[config.mk]
export PLATFORM = sky130hd
export DESIGN_NAME = svf_mul
export DESIGN_NICKNAME = d
export VERILOG_FILES = /design/src/svf_pkg.sv /design/src/svf_mul.sv
export SDC_FILE = /design/constraint.sdc
export NUM_CORES = 2
export LEC_CHECK = 0
export BUFFER_PORTS_ARGS = -buffer_cell sky130_fd_sc_hd__buf_2
export CAP_MARGIN = 30
export CELL_PAD_IN_SITES_DETAIL_PLACEMENT = 0
export CELL_PAD_IN_SITES_GLOBAL_PLACEMENT = 2
export CORE_MARGIN = 5
export CORE_UTILIZATION = 31
export DETAILED_ROUTE_END_ITERATION = 16
export PLACE_DENSITY_LB_ADDON = 0.1
export SLEW_MARGIN = 5
export SYNTH_ARGS = -nofsm -noshare
export SYNTH_HDL_FRONTEND = slang
export SYNTH_SLANG_ARGS = --single-unit
[constraint.sdc]
create_clock -name clk -period 19.3 [get_ports clk]
set_input_delay 3.86 -clock clk [delete_from_list [all_inputs] [get_ports clk]]
set_output_delay 3.86 -clock clk [all_outputs]
set_load 0.01 [all_outputs]
[src/svf_pkg.sv]
// Shared types, constants and arithmetic helpers of the multimode state-variable filter.
// No dependencies; every other file of the filter depends on this package.
`timescale 1ns / 1ps
package svf_pkg;

  localparam int CHANNELS_DEF   = 2;
  localparam int TANH_SIZE_DEF  = 64;

  localparam int SAMPLE_W = 24;
  localparam int COEF_W   = 24;
  localparam int STATE_W  = 32;
  localparam int ACC_W    = 52;
  localparam int MUL_A_W  = 35;
  localparam int MUL_B_W  = 27;
  localparam int PROD_W   = MUL_A_W + MUL_B_W;
  localparam int ROM_W    = 27;
  localparam int POS_W    = 42;
  localparam int MAG_W    = 34;
  localparam int CFG_IDX_W = 3;

  // Drive gains in Q2.16 for the mild and strong characters.
  localparam logic [17:0] GAIN_X_MILD   = 18'd131072;
  localparam logic [17:0] GAIN_D_MILD   = 18'd22938;
  localparam logic [17:0] GAIN_X_STRONG = 18'd163840;
  localparam logic [17:0] GAIN_D_STRONG = 18'd49152;

  localparam logic [ROM_W-1:0] Q26_ONE = ROM_W'(1) << 26;

  typedef enum logic [CFG_IDX_W-1:0] {
    REG_ENABLE    = 3'd0,
    REG_CHARACTER = 3'd1,
    REG_RESPONSE  = 3'd2,
    REG_STEEP     = 3'd3,
    REG_DAMPING   = 3'd4,
    REG_GAIN_A1   = 3'd5,
    REG_GAIN_A2   = 3'd6,
    REG_GAIN_A3   = 3'd7
  } cfg_reg_t;

  typedef enum logic [2:0] {
    CHR_CLEAN0 = 3'd0,
    CHR_CLEAN1 = 3'd1,
    CHR_TWO    = 3'd2,
    CHR_MILD   = 3'd3,
    CHR_STRONG = 3'd4
  } character_t;

  typedef enum logic [1:0] {
    RESP_LOW  = 2'd0,
    RESP_BAND = 2'd1,
    RESP_HIGH = 2'd2
  } response_t;

  typedef enum logic [3:0] {
    ST_IDLE,
    ST_START,
    ST_DRV1,
    ST_DRV2,
    ST_DRV3,
    ST_DRV4,
    ST_DRV5,
    ST_V3,
    ST_F1,
    ST_F2,
    ST_F3,
    ST_F4,
    ST_F5,
    ST_WB
  } state_t;

  function automatic logic signed [STATE_W-1:0] sat32(input logic signed [47:0] v);
    logic signed [47:0] hi;
    logic signed [47:0] lo;
    hi = 48'sh0000_7FFF_FFFF;
    lo = -48'sh0000_8000_0000;
    if (v > hi) return hi[STATE_W-1:0];
    else if (v < lo) return lo[STATE_W-1:0];
    else return v[STATE_W-1:0];
  endfunction

  // Q5.26 to Q1.23: divide by eight, round half up, saturate.
  function automatic logic signed [SAMPLE_W-1:0] to_q123(input logic signed [STATE_W-1:0] v);
    logic signed [STATE_W:0] t;
    t = ($signed({v[STATE_W-1], v}) + 33'sd4) >>> 3;
    if (t > 33'sd8388607) return 24'sh7FFFFF;
    else if (t < -33'sd8388608) return 24'sh800000;
    else return t[SAMPLE_W-1:0];
  endfunction

endpackage

[src/svf_mul.sv]
// Shared signed multiplier of the filter with a registered product.
// Depends on svf_pkg for operand widths.
`timescale 1ns / 1ps
module svf_mul (
  input  logic                                clk,
  input  logic signed [svf_pkg::MUL_A_W-1:0]  a,
  input  logic signed [svf_pkg::MUL_B_W-1:0]  b,
  output logic signed [svf_pkg::PROD_W-1:0]   prod
);
  import svf_pkg::*;

  always_ff @(posedge clk) begin
    prod <= PROD_W'(a) * PROD_W'(b);
  end

endmodule

* After elaboration in Yosys (flattened, before gate mapping)
Index checks and enable logic that the tools add are counted.
** Word-level totals
- Bits of input ports :: 63
- Output and inout port bits :: 62
- Word-level logic and storage cells :: 2
- Bits in registers :: 62
** Operators by class
- Multiply operators :: 1
** Operators with widths (count)
- $mul 35x27->62 :: 1

* Logic depth before layout (Yosys ltp)
- Depth in word-level cells :: 1
- Gate-level depth with buffers :: 29
- Gate-level depth less buffers :: 26

* Least setup slack after synthesis
Ideal clock, no wire load.
- Path kind :: input to register
- Start point :: input a[34] (netlist bit)
- End point :: register prod[59] (netlist bit)
- Library setup time :: 127 ps
- Stages on the path :: 25
- Arrival time :: 10424 ps
- Required time :: 19173 ps
- Path buffers :: 3
- Slack :: 8750 ps
- Path through :: clkbuf_1 clkbuf_1 nand2_1 inv_1 fa_1 fa_1 fa_1 ha_1 inv_1 fa_1 inv_1 fa_1 fa_1 ha_1 clkbuf_1 a21oi_1 o21bai_1 a21o_1 o21ai_0 nand2b_1 a21o_1 a21o_1 a21oi_1 o21ai_0 xor2_1
** On the way
- Cells in the longest elaborated chain, start to end :: 1
** RTL lines
- start: declaration :: RTL line svf_mul.sv:6 : input logic signed [svf_pkg::MUL_A_W-1:0] a,
- $mul 35x27->62 :: RTL line svf_mul.sv:13 : prod <= PROD_W'(a) * PROD_W'(b);
- end signal: assignment :: RTL line svf_mul.sv:13
- end: declaration :: RTL line svf_mul.sv:8 : output logic signed [svf_pkg::PROD_W-1:0] prod
Every way passes these cells.

* Final worst setup path
- Start point :: input b[7] (netlist bit)
- End point :: register prod[52] (netlist bit)
** On the way
- Cells in the longest elaborated chain, start to end :: 1
** RTL lines
- start: declaration :: RTL line svf_mul.sv:7 : input logic signed [svf_pkg::MUL_B_W-1:0] b,
- $mul 35x27->62 :: RTL line svf_mul.sv:13
Every way passes these cells.

==> results by group <==
Status
  – Status: completed

Place
  – Placed Area: ~0.036 mm^2
  – RD Place Congestion: 0.782
  – Final HPWL DP: ~90000 um
  – Buffers on Ports: ~120

Final layout
  – Multi-input gate area: roughly 0.028 mm^2
  – Biggest register: prod
  – Fillcell total: ~12000
  – Design area: around 0.037 mm^2
  – Fraction of layout cells with a size suffix above 1: ~4.9%
  – Biggest regs: prod x62
  – Post-layout nets: 4920
  – Area delta synth->final: 6.86%
  – FF+latch area: about 0.0012 mm^2
  – Max reg flops: slightly above 60

Clock network
  – CTS Sinks: between 60 and 70
  – # resized after CTS: 0
  – CTS tree: yes
  – Hold Buf Count CTS: 0
  – CTS Buf Count: 9
  – H-tree depth: 3
  – Root buf cell: clkbuf_16
  – Post-CTS setup repair buffer count: 0
  – CTS max path bufs: 2
  – Clock slew at reported path FFs: 70 ps

STA
  – Setup TNS: 0 ps
  – Fmax: approximately 0.087 GHz
  – Final Slew Violations: 0
  – Slew @ Worst Pin: about 1000 ps
  – Min Tclk post-route: 11530 ps
  – Unrepaired setup endpoints after global routing: false
  – Slew Limit Headroom: between 30% and 40%
  – Crit share post-route: 59.8%
  – Fin. Hold Viols: 0
  – Count of final setup violators: 0

Logic synthesis
  – Number of flops mapped to enable cells by yosys: 0
  – XOR/XNOR Fraction of Synth Area: ~1.6%
  – Post-synthesis async set-or-reset flop share: 0%
  – Post-synth top area cell: fa_1
  – Synth Area in Simple Gates: approximately 15%
  – Post-synth top flop: dfxtp_1
  – #FFs+latches synth: between 60 and 70
  – Syn avg cell area: around 9.2 um^2
  – Top cell type's share of synthesized area: a little under three fifths
  – Post-Synth Adder-Cell Area: a little over 60%
  – Syn. warnings: 0
  – Post-Syn Instances: approximately 3700
  – Top-count cell post-synth: inv_1
  – Synth Area in Compound Gates: 3.69%
  – Post-synthesis mux area share: 0%
  – Mapped Area: 0.0343 mm^2
  – Synth cell count leaders: inv_1, fa_1, nand2_1
  – Seq/Total Area, Yosys: 3.62%
  – Synth area leaders: fa_1, inv_1, and2_1, ha_1, nand2_1
  – Largest family of logic cells by synthesized area: adder cells
  – Post-synth cell types: 57
  – Syn nets: a little under 5000

Critical path
  – Most frequent CP cell: fa_1
  – Startpoint types: primary input
  – CP max stage cell: buf_2
  – CP Cell Sequence: buf_2 > and2_1 > fa_1 > fa_1 > inv_1 > fa_1 > fa_1 > fa_1 > inv_1 > fa_1 > inv_1 > fa_1 > inv_1 > ha_1 > a21o_1 > a21o_1 > a21oi_2 > a311oi_1 > a41oi_2 > o211ai_2 > a22oi_2 > nand2_1 > a31oi_1 > xnor2_1
  – Req. time, crit path: 19610 ps
  – CP max stage delay: approximately 740 ps
  – Worst setup path class: primary input to register
  – Critical Path End Type: register
  – Critical path peak fanout: 35
  – WP data arrival: about 12000 ps

Floorplan
  – Core ar.: 0.110 mm^2
  – Width of the die: approximately 340 um
  – Io pins: approximately 130
  – # rows: around 120
  – Die Y: around 340 um
  – Starting Density: a little under a third
  – Die area: around 0.12 mm^2

Routing
  – Max Used Layer: met5
  – Drt pass-1 iters: 7
  – Routed via count: roughly 23000
  – Vias/cell: about 4.5
  – Remaining DRCs: 0
  – Starting DRT DRC Count: 886
  – Total wire length: 109000 um
  – WL met1: around 50000 um
  – Met3 Wirelength: 2930 um
  – Post-DRT Antenna Nets: 0
  – Met2 wire length: roughly 55000 um
  – WL/cell: around 21 um

Worst hold path
  – Hold Path Stages: 3
  – Min-Delay Path Class: primary input to register

Global routing
  – Gr ovfl total: 0
  – GRT Total Usage: roughly a fifth
  – Largest net degree at the start of global routing: 36
  – First-pass GRT wire length: between 150000 and 200000 um
  – Initial antenna violation count: 7
  – Vias in the first global route: roughly 27000

Flow run
  – Number of max-cap violations: 0
[through the flow]
step	utilization, %	hold slack, ps	setup slack [ps]	instances
4_1_cts	33.2	4050	7620	5213
2_1_floorplan	-	3990	8750	3739
5_1_grt	33.2	4080	7390	5215
6_report	33.2	4080	7770	5216
3_5_place_dp	32.9	4260	7200	5197
3_3_place_gp	32.9	4250	7170	5197
[kinds of logic after synthesis]
logic type,Yosys count
AO/OA/AOI/OAI,187
flip-flops,62
AND/OR/NAND/NOR,1069
adder cells (fa/ha/maj),1135
buffers and inverters,1223
XOR/XNOR,63
[area by class of cell]
class / instances / share of cell area [%]
tap: 1488 / 5.08
antenna: 1 / 0.00682
sequential: 62 / 3.38
multi-input combinational: 2454 / 77.7
clock inverter: 7 / 0.205
clock buffer: 9 / 0.614
timing repair buffer: 153 / 2.37
inverter: 1042 / 10.7
[final timing paths]
kind	end	start
setup / recovery	prod[52]	b[7]
hold / removal	prod[0]	a[0]
[layer usage]
metal	vias up	global-route usage [%]
met4	4	3.63
li1	10477	-
met1	12462	26.6
met5	-	0
met2	313	34.0
met3	74	1.87
[placed cells by master, fill, tap and decap left out, types with 9 or more instances in the layout]
cell type  instances
nand3_1            9
xor2_1            13
inv_1           1042
dfxtp_1           62
o21bai_1           9
buf_2            124
fa_1             961
and3_1            10
nand2_1          524
a21o_1            37
ha_1             174
and2_1           420
nor2_1            50
buf_4             27
nor2b_1            9
o21ai_0           26
nand2b_1          18
a21oi_1           56
clkbuf_16          9
xnor2_1           50
[critical path, delay by kind of cell]
family	cells	cell delay, ps
fa+ha+maj	8	3820
compound gates	8	2440
buf+inv	5	940
xor+xnor	1	210
simple gates	2	530
Power is left out: the tool's default activity adds up to more than one toggle a clock period on the data nets, which glitch-free logic cannot reach.
