`config.mk`:
```
export PLATFORM = sky130hd
export DESIGN_NAME = svf_tanh
export DESIGN_NICKNAME = d
export VERILOG_FILES = /design/src/svf_pkg.sv /design/src/svf_tanh.sv
export SDC_FILE = /design/constraint.sdc
export NUM_CORES = 1
export LEC_CHECK = 0
export ABC_AREA = 1
export ABC_CLOCK_PERIOD_IN_PS = 10200
export BUFFER_PORTS_ARGS = -buffer_cell sky130_fd_sc_hd__buf_2
export CAP_MARGIN = 20
export CELL_PAD_IN_SITES_DETAIL_PLACEMENT = 1
export CELL_PAD_IN_SITES_GLOBAL_PLACEMENT = 1
export CORE_ASPECT_RATIO = 1.5
export CORE_MARGIN = 3
export CORE_UTILIZATION = 42
export DETAILED_ROUTE_END_ITERATION = 8
export PLACE_DENSITY_LB_ADDON = 0.05
export SYNTH_ARGS = -nofsm -noshare
export SYNTH_HDL_FRONTEND = slang
export SYNTH_SLANG_ARGS = --single-unit
```
`constraint.sdc`:
```
create_clock -name vclk -period 10.2
set_input_delay 0.51 -clock vclk [all_inputs]
set_output_delay 0.51 -clock vclk [all_outputs]
set_load 0.005 [all_outputs]
```
`src/svf_pkg.sv`:
```
// Shared types, constants and arithmetic helpers of the multimode state-variable filter.
// No dependencies; every other file of the filter depends on this package.
`timescale 1ns / 1ps
package svf_pkg;

  localparam int CHANNELS_DEF   = 2;
  localparam int TANH_SIZE_DEF  = 64;

  localparam int SAMPLE_W = 24;
  localparam int COEF_W   = 24;
  localparam int STATE_W  = 32;
  localparam int ACC_W    = 52;
  localparam int MUL_A_W  = 35;
  localparam int MUL_B_W  = 27;
  localparam int PROD_W   = MUL_A_W + MUL_B_W;
  localparam int ROM_W    = 27;
  localparam int POS_W    = 42;
  localparam int MAG_W    = 34;
  localparam int CFG_IDX_W = 3;

  // Drive gains in Q2.16 for the mild and strong characters.
  localparam logic [17:0] GAIN_X_MILD   = 18'd131072;
  localparam logic [17:0] GAIN_D_MILD   = 18'd22938;
  localparam logic [17:0] GAIN_X_STRONG = 18'd163840;
  localparam logic [17:0] GAIN_D_STRONG = 18'd49152;

  localparam logic [ROM_W-1:0] Q26_ONE = ROM_W'(1) << 26;

  typedef enum logic [CFG_IDX_W-1:0] {
    REG_ENABLE    = 3'd0,
    REG_CHARACTER = 3'd1,
    REG_RESPONSE  = 3'd2,
    REG_STEEP     = 3'd3,
    REG_DAMPING   = 3'd4,
    REG_GAIN_A1   = 3'd5,
    REG_GAIN_A2   = 3'd6,
    REG_GAIN_A3   = 3'd7
  } cfg_reg_t;

  typedef enum logic [2:0] {
    CHR_CLEAN0 = 3'd0,
    CHR_CLEAN1 = 3'd1,
    CHR_TWO    = 3'd2,
    CHR_MILD   = 3'd3,
    CHR_STRONG = 3'd4
  } character_t;

  typedef enum logic [1:0] {
    RESP_LOW  = 2'd0,
    RESP_BAND = 2'd1,
    RESP_HIGH = 2'd2
  } response_t;

  typedef enum logic [3:0] {
    ST_IDLE,
    ST_START,
    ST_DRV1,
    ST_DRV2,
    ST_DRV3,
    ST_DRV4,
    ST_DRV5,
    ST_V3,
    ST_F1,
    ST_F2,
    ST_F3,
    ST_F4,
    ST_F5,
    ST_WB
  } state_t;

  function automatic logic signed [STATE_W-1:0] sat32(input logic signed [47:0] v);
    logic signed [47:0] hi;
    logic signed [47:0] lo;
    hi = 48'sh0000_7FFF_FFFF;
    lo = -48'sh0000_8000_0000;
    if (v > hi) return hi[STATE_W-1:0];
    else if (v < lo) return lo[STATE_W-1:0];
    else return v[STATE_W-1:0];
  endfunction

  // Q5.26 to Q1.23: divide by eight, round half up, saturate.
  function automatic logic signed [SAMPLE_W-1:0] to_q123(input logic signed [STATE_W-1:0] v);
    logic signed [STATE_W:0] t;
    t = ($signed({v[STATE_W-1], v}) + 33'sd4) >>> 3;
    if (t > 33'sd8388607) return 24'sh7FFFFF;
    else if (t < -33'sd8388608) return 24'sh800000;
    else return t[SAMPLE_W-1:0];
  endfunction

endpackage

```
`src/svf_tanh.sv`:
```
// Tanh table lookup: splits a table position into index and fraction and reads two entries.
// Depends on svf_pkg; the table is built at elaboration from TANH_TABLE_SIZE.
`timescale 1ns / 1ps
module svf_tanh #(
  parameter int TANH_TABLE_SIZE = svf_pkg::TANH_SIZE_DEF
) (
  input  logic [svf_pkg::POS_W-1:0]  pos,
  output logic [svf_pkg::ROM_W-1:0]  base,
  output logic [svf_pkg::ROM_W-1:0]  slope,
  output logic [25:0]                frac,
  output logic                       full
);
  import svf_pkg::*;

  localparam int IW = $clog2(TANH_TABLE_SIZE + 1);
  localparam longint Q30 = longint'(1) << 30;
  localparam longint INV_E_Q30 = 395007542;

  typedef logic [ROM_W-1:0] rom_t [0:TANH_TABLE_SIZE];

  // Long division of non-negative operands, used only while the table is built.
  function automatic longint div_pos(input longint num, input longint den);
    logic [63:0] n;
    logic [63:0] d;
    logic [63:0] q;
    logic [63:0] rem;
    n = 64'(num);
    d = 64'(den);
    q = '0;
    rem = '0;
    for (int b = 63; b >= 0; b--) begin
      rem = {rem[62:0], n[b]};
      if (rem >= d) begin
        rem = rem - d;
        q[b] = 1'b1;
      end
    end
    return longint'(q);
  endfunction

  // tanh(4i/N) = (1 - z) / (1 + z) with z = exp(-8i/N) in Q30.
  function automatic rom_t build_rom();
    rom_t   r;
    longint y;
    longint n;
    longint f;
    longint sum;
    longint t;
    for (int i = 0; i <= TANH_TABLE_SIZE; i++) begin
      y = div_pos((longint'(8) * i) << 30, longint'(TANH_TABLE_SIZE));
      n = y >>> 30;
      f = y & (Q30 - 1);
      sum = Q30;
      t = Q30;
      for (int k = 1; k <= 20; k++) begin
        t = div_pos(t * f, longint'(k) << 30);
        sum = ((k & 1) != 0) ? sum - t : sum + t;
      end
      for (longint j = 0; j < n; j++) begin
        sum = (sum * INV_E_Q30) >>> 30;
      end
      r[i] = ROM_W'(div_pos((Q30 - sum) << 26, Q30 + sum));
    end
    return r;
  endfunction

  localparam rom_t ROM = build_rom();

  logic [POS_W-27:0] idx;
  logic [IW-1:0]     idx_r;
  logic [ROM_W-1:0]  lo_v;
  logic [ROM_W-1:0]  hi_v;

  assign idx   = pos[POS_W-1:26];
  assign full  = idx >= (POS_W-26)'(TANH_TABLE_SIZE);
  assign idx_r = full ? '0 : idx[IW-1:0];
  assign lo_v  = ROM[idx_r];
  assign hi_v  = ROM[idx_r + IW'(1)];
  assign base  = lo_v;
  assign slope = (hi_v > lo_v) ? hi_v - lo_v : '0;
  assign frac  = pos[25:0];

endmodule

```
Word-level counts from Yosys, hierarchy flattened
Memory sizes are Yosys's and may differ from the RTL's.
Cells that the tools add are included.
{"block": "word_totals", "memories": 2, "elab_cells": 16, "in_bits": 42, "output_inout_bits": 81, "register_bits": 0, "mem_bits_rw": 0, "rom_bits": 6912, "latchBits": 0}
{"block": "classes", "bitwise_logic": 2, "n_div": 0, "eq_ne": 0, "mux": 6, "shift": 0, "n_addsub": 2, "order_cmp": 4, "n_reduce_logical": 0, "n_mul": 0}
{"memory": "(no name shown)", "depth": 128, "word_bits": 27, "rd": 1, "rd_ports_with_merged_regs": 0, "write_ports": 0, "line_no": "svf_tanh.sv:78", "text": "assign hi_v = ROM[idx_r + IW'(1)];"}
{"memory": "(no name shown)", "depth": 128, "word_bits": 27, "rd": 1, "rd_ports_with_merged_regs": 0, "write_ports": 0, "line_no": "svf_tanh.sv:77", "text": "assign lo_v = ROM[idx_r];"}
{"op": "$mux 27", "n": 5}
{"op": "$gt 27x27->1", "n": 1}
{"op": "$sub 27x27->27", "n": 1}
{"op": "$ge 16x7->1 const B", "n": 1}
{"op": "$ge 8x8->1 const B", "n": 2}
{"op": "$not 7->8", "n": 2}
{"op": "$add 7x1->7 const B", "n": 1}
{"op": "$mux 7", "n": 1}

Depth between registers and ports, before layout
Gate-level depths: netlist (run 1).
{"block": "logic_depth", "depth_word": 9, "ltp_mapped": 33, "mapped_depth_nobuf": 30}

Worst setup path before layout (run 1)
Ideal clock, no wire load.
{"block": "synth_path", "path_kind": "in2out", "startpoint": "input pos[39] (netlist bit)", "endpoint": "output slope[13] (netlist bit)", "stages": 28, "path_buffers": 5, "setup_slack_ps": 4766, "required_time_ps": 9690, "arrival_ps": 4924, "path_cell_list": "nor2_1 -> nand2_1 -> nor2_4 -> buf_6 -> nand2_2 -> inv_2 -> ha_1 -> buf_2 -> inv_1 -> ha_1 -> clkbuf_1 -> clkbuf_1 -> nand3_1 -> nand2_1 -> nand2_1 -> o21ai_1 -> nand2_1 -> nand3_1 -> nand2_1 -> ha_1 -> nand2_1 -> nor2_1 -> nand2_1 -> nor4_1 -> nand4_1 -> nand2_1 -> buf_2 -> nor2_1"}
{"block": "synth_between", "elab_chain_cells": 9, "elab_cells_between_ends": 14, "classes_between": "add/sub (2); order compare (2); mux (6); bitwise (2); memory (2)"}
{"item": "start: declaration", "line_no": "svf_tanh.sv:7", "text": "input logic [svf_pkg::POS_W-1:0] pos,"}
{"item": "$ge 16x7->1 (*)", "line_no": "svf_tanh.sv:75", "text": "assign full = idx >= (POS_W-26)'(TANH_TABLE_SIZE);"}
{"item": "$mux 7 (*)", "line_no": "svf_tanh.sv:76", "text": "assign idx_r = full ? '0 : idx[IW-1:0];"}
{"item": "$add 7x1->7", "line_no": "svf_tanh.sv:78"}
{"item": "$not 7->8 (implied by the code)", "line_no": "svf_tanh.sv:78"}
{"item": "$mem_v2 128x27"}
{"item": "$mux 27 (implied by the code) (2 in a row)", "line_no": "svf_tanh.sv:78"}
{"item": "$sub 27x27->27 or $gt 27x27->1 (tied branches)", "line_no": "svf_tanh.sv:80", "text": "assign slope = (hi_v > lo_v) ? hi_v - lo_v : '0;"}
{"item": "$mux 27 (*)", "line_no": "svf_tanh.sv:80"}
{"item": "end: declaration", "line_no": "svf_tanh.sv:9", "text": "output logic [svf_pkg::ROM_W-1:0] slope,"}
Mark *: on every way between the ends. The rest lies on a longest branch, timed or not. The select of a mux whose other input is x is not followed.

Worst setup path after layout (run 1)
{"block": "layout_path", "startpoint": "input pos[39] (netlist bit)", "endpoint": "output slope[0] (netlist bit)"}
Same word-level chain as after synthesis.

==> impl_metrics.ini, run 1 <==
[pwr]
power.leakage_nw = 3.81
vdd_drop_max_mv = 0.0126
pwr_density_cell_nw_per_um2 = 3.59
netSwitchingPower_mw = 0.0171
swShare = 0.689
pwr-share-clk = 0
pwr-share-comb = 1.000
total_power_mw = 0.0248
p_int_mw = 0.00771
seqPwrFrac = 0

[worst_setup_path]
critical_path_class = input pin to output pin
worstSetupEndpointType = output pin
crit_top_cell = nand2_1
path_delay_family = simple AND/OR/NAND/NOR gates
cp.required_ps = 9690
critical_path.slowest_cell = nand2_1
path_max_fanout = 41
crit_path_max_incr_delay_ps = 630
cp_num_buf_inv = 7
cp.arrival_ps = 7160
cp-start-kind = input pin

[global_route]
grt_pass1_wl_mm = 57.2
antenna_found_initial = 0
grt_max_degree = 62
grt_pass1_vias = 9766
grt_overflow_total = 0
grt_util_all_layers = 0.421

[outcome]
outcome = finished, final reports clean

[place]
portBuffers = 70
hpwl_mm = 29.9
gp_congestion = 1.10

[sta]
fmax_mhz = 130
fin_crit_sh = 0.752
tightest_slew_ps = 961
period_minus_slack_ps = 7670
setup_viol = 0
setup_tns_ps = 0
rsz0062_at_grt = false
finalHoldViolations = 0
drv_slew = 0
relSlewSlack = 0.355

[route]
route.final.wire_length_mm = 37.9
routed_via_density = 6.30
postRouteAntennaNets = 0
vias = 9873
drt-pass1-iter-count = 5
route.detailed.drc = 0
dr.first_iter.drc_count = 1021
wl_per_cell_um = 24.2

[die]
rows = 56
io_pins = 123
die_h_um = 162
core_um2 = 15700
dieArea_um2 = 17700
initial_utilization = 0.432
dieWidth_um = 110

[cells_and_area]
layout.nets = 1464
final_common_cell = nand2_1
seq_cell_count = 0
seq_area_um2 = 0
fill_cells = 2460
antenna_cells = 0
final_cell_mix = 484 x nand2_1, 164 x nand3_1, 142 x nor2_1, 133 x inv_1, 80 x o21ai_0
n_clock_buffer = 0
drive_above_1_share = 0.0895
synthToLayoutAreaGrowth_pct = 1.87

[synth]
postSynthCellCount = 1372
netlist_area_um2 = 6780
synthDominantCellAreaShare = 0.268
yosys_warnings = 0
synthTopCellsByArea = nand2_1 27%, nand3_1 12%, ha_1 10%
synth_top_cell_by_area = nand2_1
synth.avg_cell_area_um2 = 4.94
ys_seq_area_frac = 0
synth_nets = 1471
synth_cell_types = 43

[clocking]
ctsHoldBuffers = 0
cts_setup_buffers = 0
cts-resized-gates = 0

[flow_run]
maxCapViolCount = 0

[worst_hold_path]
hold_class = input pin to output pin
[cells in the mapped netlist (all sizes together)]
| cell type | instances |
|---|---|
| a21boi | 2 |
| a21o | 2 |
| a21oi | 61 |
| a31oi | 6 |
| buf | 75 |
| clkbuf | 11 |
| conb | 1 |
| fa | 1 |
| ha | 56 |
| inv | 145 |
| nand2 | 495 |
| nand3 | 167 |
| nand3b | 5 |
| nand4 | 22 |
| nor2 | 152 |
| nor2b | 1 |
| nor3 | 5 |
| nor4 | 3 |
| o2111ai | 1 |
| o211ai | 24 |
| o21ai | 103 |
| o21bai | 6 |
| o221ai | 2 |
| o22ai | 2 |
| o31ai | 2 |
| or2 | 5 |
| xnor2 | 10 |
| xor2 | 7 |
[final timing paths]
| check | from | cells past startpoint | slack, ps | to |
|---|---|---|---|---|
| max | pos[39] | 29 | 2530 | slope[0] |
| min | pos[11] | 0 | 1020 | frac[11] |
[metrics by stage]
stage	area [um2]	utilization	cells	setup WS, ps	hold slack [ps]
global placement	6900	0.440	1566	2950	1020
detailed placement	6900	0.440	1566	2690	1020
CTS	6900	0.440	1566	2680	1020
global route	6900	0.440	1566	2030	1020
finish	6900	0.440	1566	2530	1020
floorplan	6780	-	1372	4770	1100
[cells by family (layout without fill, tap and decap cells)]
| kind of cell | after synthesis | in the layout | synth area share |
|---|---|---|---|
| AO/OA/AOI/OAI | 211 | 211 | 0.173 |
| XOR/XNOR | 17 | 17 | 0.0231 |
| adder cells (fa/ha/maj) | 57 | 57 | 0.106 |
| buffers and inverters | 231 | 222 | 0.159 |
| other | 1 | 1 | 0.000553 |
| AND/OR/NAND/NOR | 855 | 855 | 0.538 |
[power by group through the flow]
stage / logic (mW) / clock network [mW] / registers [mW]
after floorplan: 0.0216 / 0 / 0
after global placement: 0.0238 / 0 / 0
after detailed placement: 0.0244 / 0 / 0
after CTS: 0.0244 / 0 / 0
after global routing: 0.0272 / 0 / 0
final: 0.0248 / 0 / 0
[final cells by class]
class | count | area (um2) | area share
timing repair buffer | 77 | 403 | 0.0584
inverter | 145 | 544 | 0.0789
tap | 203 | 254 | 0.0368
multi-input combinational | 1141 | 5700 | 0.826
[routing by layer]
| layer | GRT usage | routed length, um |
|---|---|---|
| met1 | 0.500 | 13600 |
| met2 | 0.681 | 17400 |
| met3 | 0.0520 | 3260 |
| met4 | 0.311 | 3690 |
| met5 | 0 | 0 |
Power figures use the tool's default switching activity.
==> inputs of run 2 (changes only) <==
--- a/config.mk
+++ b/config.mk
@@ -5,15 +5,15 @@
 export SDC_FILE = /design/constraint.sdc
 export NUM_CORES = 1
 export LEC_CHECK = 0
-export ABC_AREA = 1
-export ABC_CLOCK_PERIOD_IN_PS = 10200
+export ABC_AREA = 0
+export ABC_CLOCK_PERIOD_IN_PS = 6900
 export BUFFER_PORTS_ARGS = -buffer_cell sky130_fd_sc_hd__buf_2
 export CAP_MARGIN = 20
 export CELL_PAD_IN_SITES_DETAIL_PLACEMENT = 1
 export CELL_PAD_IN_SITES_GLOBAL_PLACEMENT = 1
 export CORE_ASPECT_RATIO = 1.5
 export CORE_MARGIN = 3
-export CORE_UTILIZATION = 42
+export CORE_UTILIZATION = 37
 export DETAILED_ROUTE_END_ITERATION = 8
 export PLACE_DENSITY_LB_ADDON = 0.05
 export SYNTH_ARGS = -nofsm -noshare
==> constraint.sdc (replaced) <==
create_clock -name vclk -period 6.9
set_input_delay 0.345 -clock vclk [all_inputs]
set_output_delay 0.345 -clock vclk [all_outputs]
set_load 0.005 [all_outputs]
==> run 2 against run 1 <==
Net effect: flip-flop and latch count stayed put; via count is 0.49% lower; count of clock-buffer cells in the layout stayed put.
==> impl_metrics.ini, run 2 <==
[outcome]
outcome = finished, final reports clean

[worst_setup_path]
cp.depth = 23
worstSetupEndpointType = output pin
cp_num_buf_inv = 4
cp.arrival_ps = 6330
critical_path.slowest_cell = or4_4
critical_path_class = input pin to output pin
cp.required_ps = 6550
timing.critical_path.to = slope[26]
path_delay_family = compound AO/OA/AOI/OAI gates
crit_chain = buf_2, or4_4, nor3_4, inv_2, nor2_2, ha_1, nand3b_1, a2111oi_4, buf_12, nand2_1, nand3_1, o311ai_0, a31oi_1, o21ai_1, fa_1, a21oi_1, o21ai_0, a2111o_1, a32oi_1, o211ai_1, nor2b_1, nor4_1, buf_2
cp-start-kind = input pin
crit_top_cell = buf_2
crit_path_max_incr_delay_ps = 620
path_max_fanout = 54
critPathLaunch = pos[41]

[route]
route.detailed.drc = 0
dr.first_iter.drc_count = 945
vias = 9825
route.final.wire_length_mm = 41.1
routed_via_density = 6.97
postRouteAntennaNets = 0
drt-pass1-iter-count = 5
wl_per_cell_um = 29.2

[global_route]
grt_util_all_layers = 0.380
grt_pass1_vias = 9696
antenna_found_initial = 1
grt_max_degree = 55
grt_pass1_wl_mm = 61.5
grt_overflow_total = 0

[cells_and_area]
final_cell_mix = 129 x nor2_1, 122 x nand2_1, 122 x a21oi_1, 101 x o21ai_0, 70 x buf_2
final_common_cell = nor2_1
synthToLayoutAreaGrowth_pct = 7.57
layout.nets = 1257
fill_cells = 2600
seq_cell_count = 0
n_clock_buffer = 0
multiInputGateArea_um2 = 6250
finish.utilization = 0.406
drive_above_1_share = 0.147
seq_area_um2 = 0

[sta]
period_minus_slack_ps = 6670
relSlewSlack = 0.396
setup_viol = 0
tightest_slew_ps = 903
rsz0062_at_grt = false
drv_slew = 0
finalHoldViolations = 0
fmax_mhz = 150
fin_ws_ps = 225
fin_crit_sh = 0.967

[clocking]
ctsHoldBuffers = 0

[die]
dieWidth_um = 119
rows = 61
dieArea_um2 = 20700
core_um2 = 18600
die_h_um = 175
io_pins = 123
initial_utilization = 0.377

[worst_hold_path]
hold_class = input pin to output pin

[synth]
synth_nets = 1268
synth.avg_cell_area_um2 = 6.01
synthTopCellsByArea = ha_1 10%, a21oi_1 8.7%, o21ai_0 7.4%
netlist_area_um2 = 7020
synthDominantCellAreaShare = 0.0998
synth.most_common_cell = nor2_1
postSynthCellCount = 1169
synth_top_cell_by_area = ha_1
yosys_warnings = 0
synth_cell_types = 81
ys_seq_area_frac = 0
synthTopCellsByCount = 129 x nor2_1, 122 x a21oi_1, 122 x nand2_1, 104 x o21ai_0, 82 x clkbuf_1

[place]
hpwl_mm = 30.9
portBuffers = 70
pre_cts_slack_ps = -12.0
gp_congestion = 0.985

[flow_run]
maxCapViolCount = 0
-- run 2: per-stage QoR --
step / cell area [um2] / setup TNS [ps] / hold slack, ps / instances
2_1_floorplan: 7020 / 0 / 771 / 1169
3_3_place_gp: 7510 / 0 / 690 / 1407
3_5_place_dp: 7510 / -12.0 / 690 / 1407
4_1_cts: 7520 / 0 / 690 / 1407
5_1_grt: 7550 / 0 / 690 / 1408
6_report: 7560 / 0 / 690 / 1409
-- run 2: cells by family (layout without fill, tap and decap cells) --
group,after synthesis,count (layout),synth area share
compound gates,488,488,0.458
simple gates,414,414,0.281
buf+inv,179,166,0.117
fa+ha+maj,57,57,0.103
xor+xnor,22,22,0.0274
mux,8,8,0.0135
other cells,1,2,0.000534
-- run 2: final cells by class --
class | count | share of cell area
Inverter | 33 | 0.0169
Timing Repair Buffer | 133 | 0.113
Antenna cell | 1 | 0.000331
Tap cell | 252 | 0.0417
Multi-Input combinational cell | 990 | 0.828
-- run 2: repair_timing --
item / 4_1_cts / 5_1_grt
resized for setup: 1 / 10
pin swaps: 0 / 1
endpoints found under the setup margin: 1 / 27
buffers inserted: 0 / 1
-- run 2: worst min-delay path by stage --
| stage | slack [ps] | cells after the start | start | to |
|---|---|---|---|---|
| after global placement | 690 | 0 | pos[0] | frac[0] |
| after CTS | 690 | 0 | pos[0] | frac[0] |
| after global routing | 690 | 0 | pos[12] | frac[12] |
| after floorplan | 770 | 1 | pos[0] | frac[0] |
| after detailed placement | 690 | 0 | pos[0] | frac[0] |
| final | 690 | 0 | pos[12] | frac[12] |
-- run 2: layer usage --
metal / global-route usage / vias to the layer above / wire length [um]
met1: 0.461 / 4761 / 15500
li1: - / 4319 / -
met4: 0.246 / 2 / 3460
met2: 0.639 / 552 / 19100
met3: 0.0347 / 191 / 3060
met5: 0 / - / 13
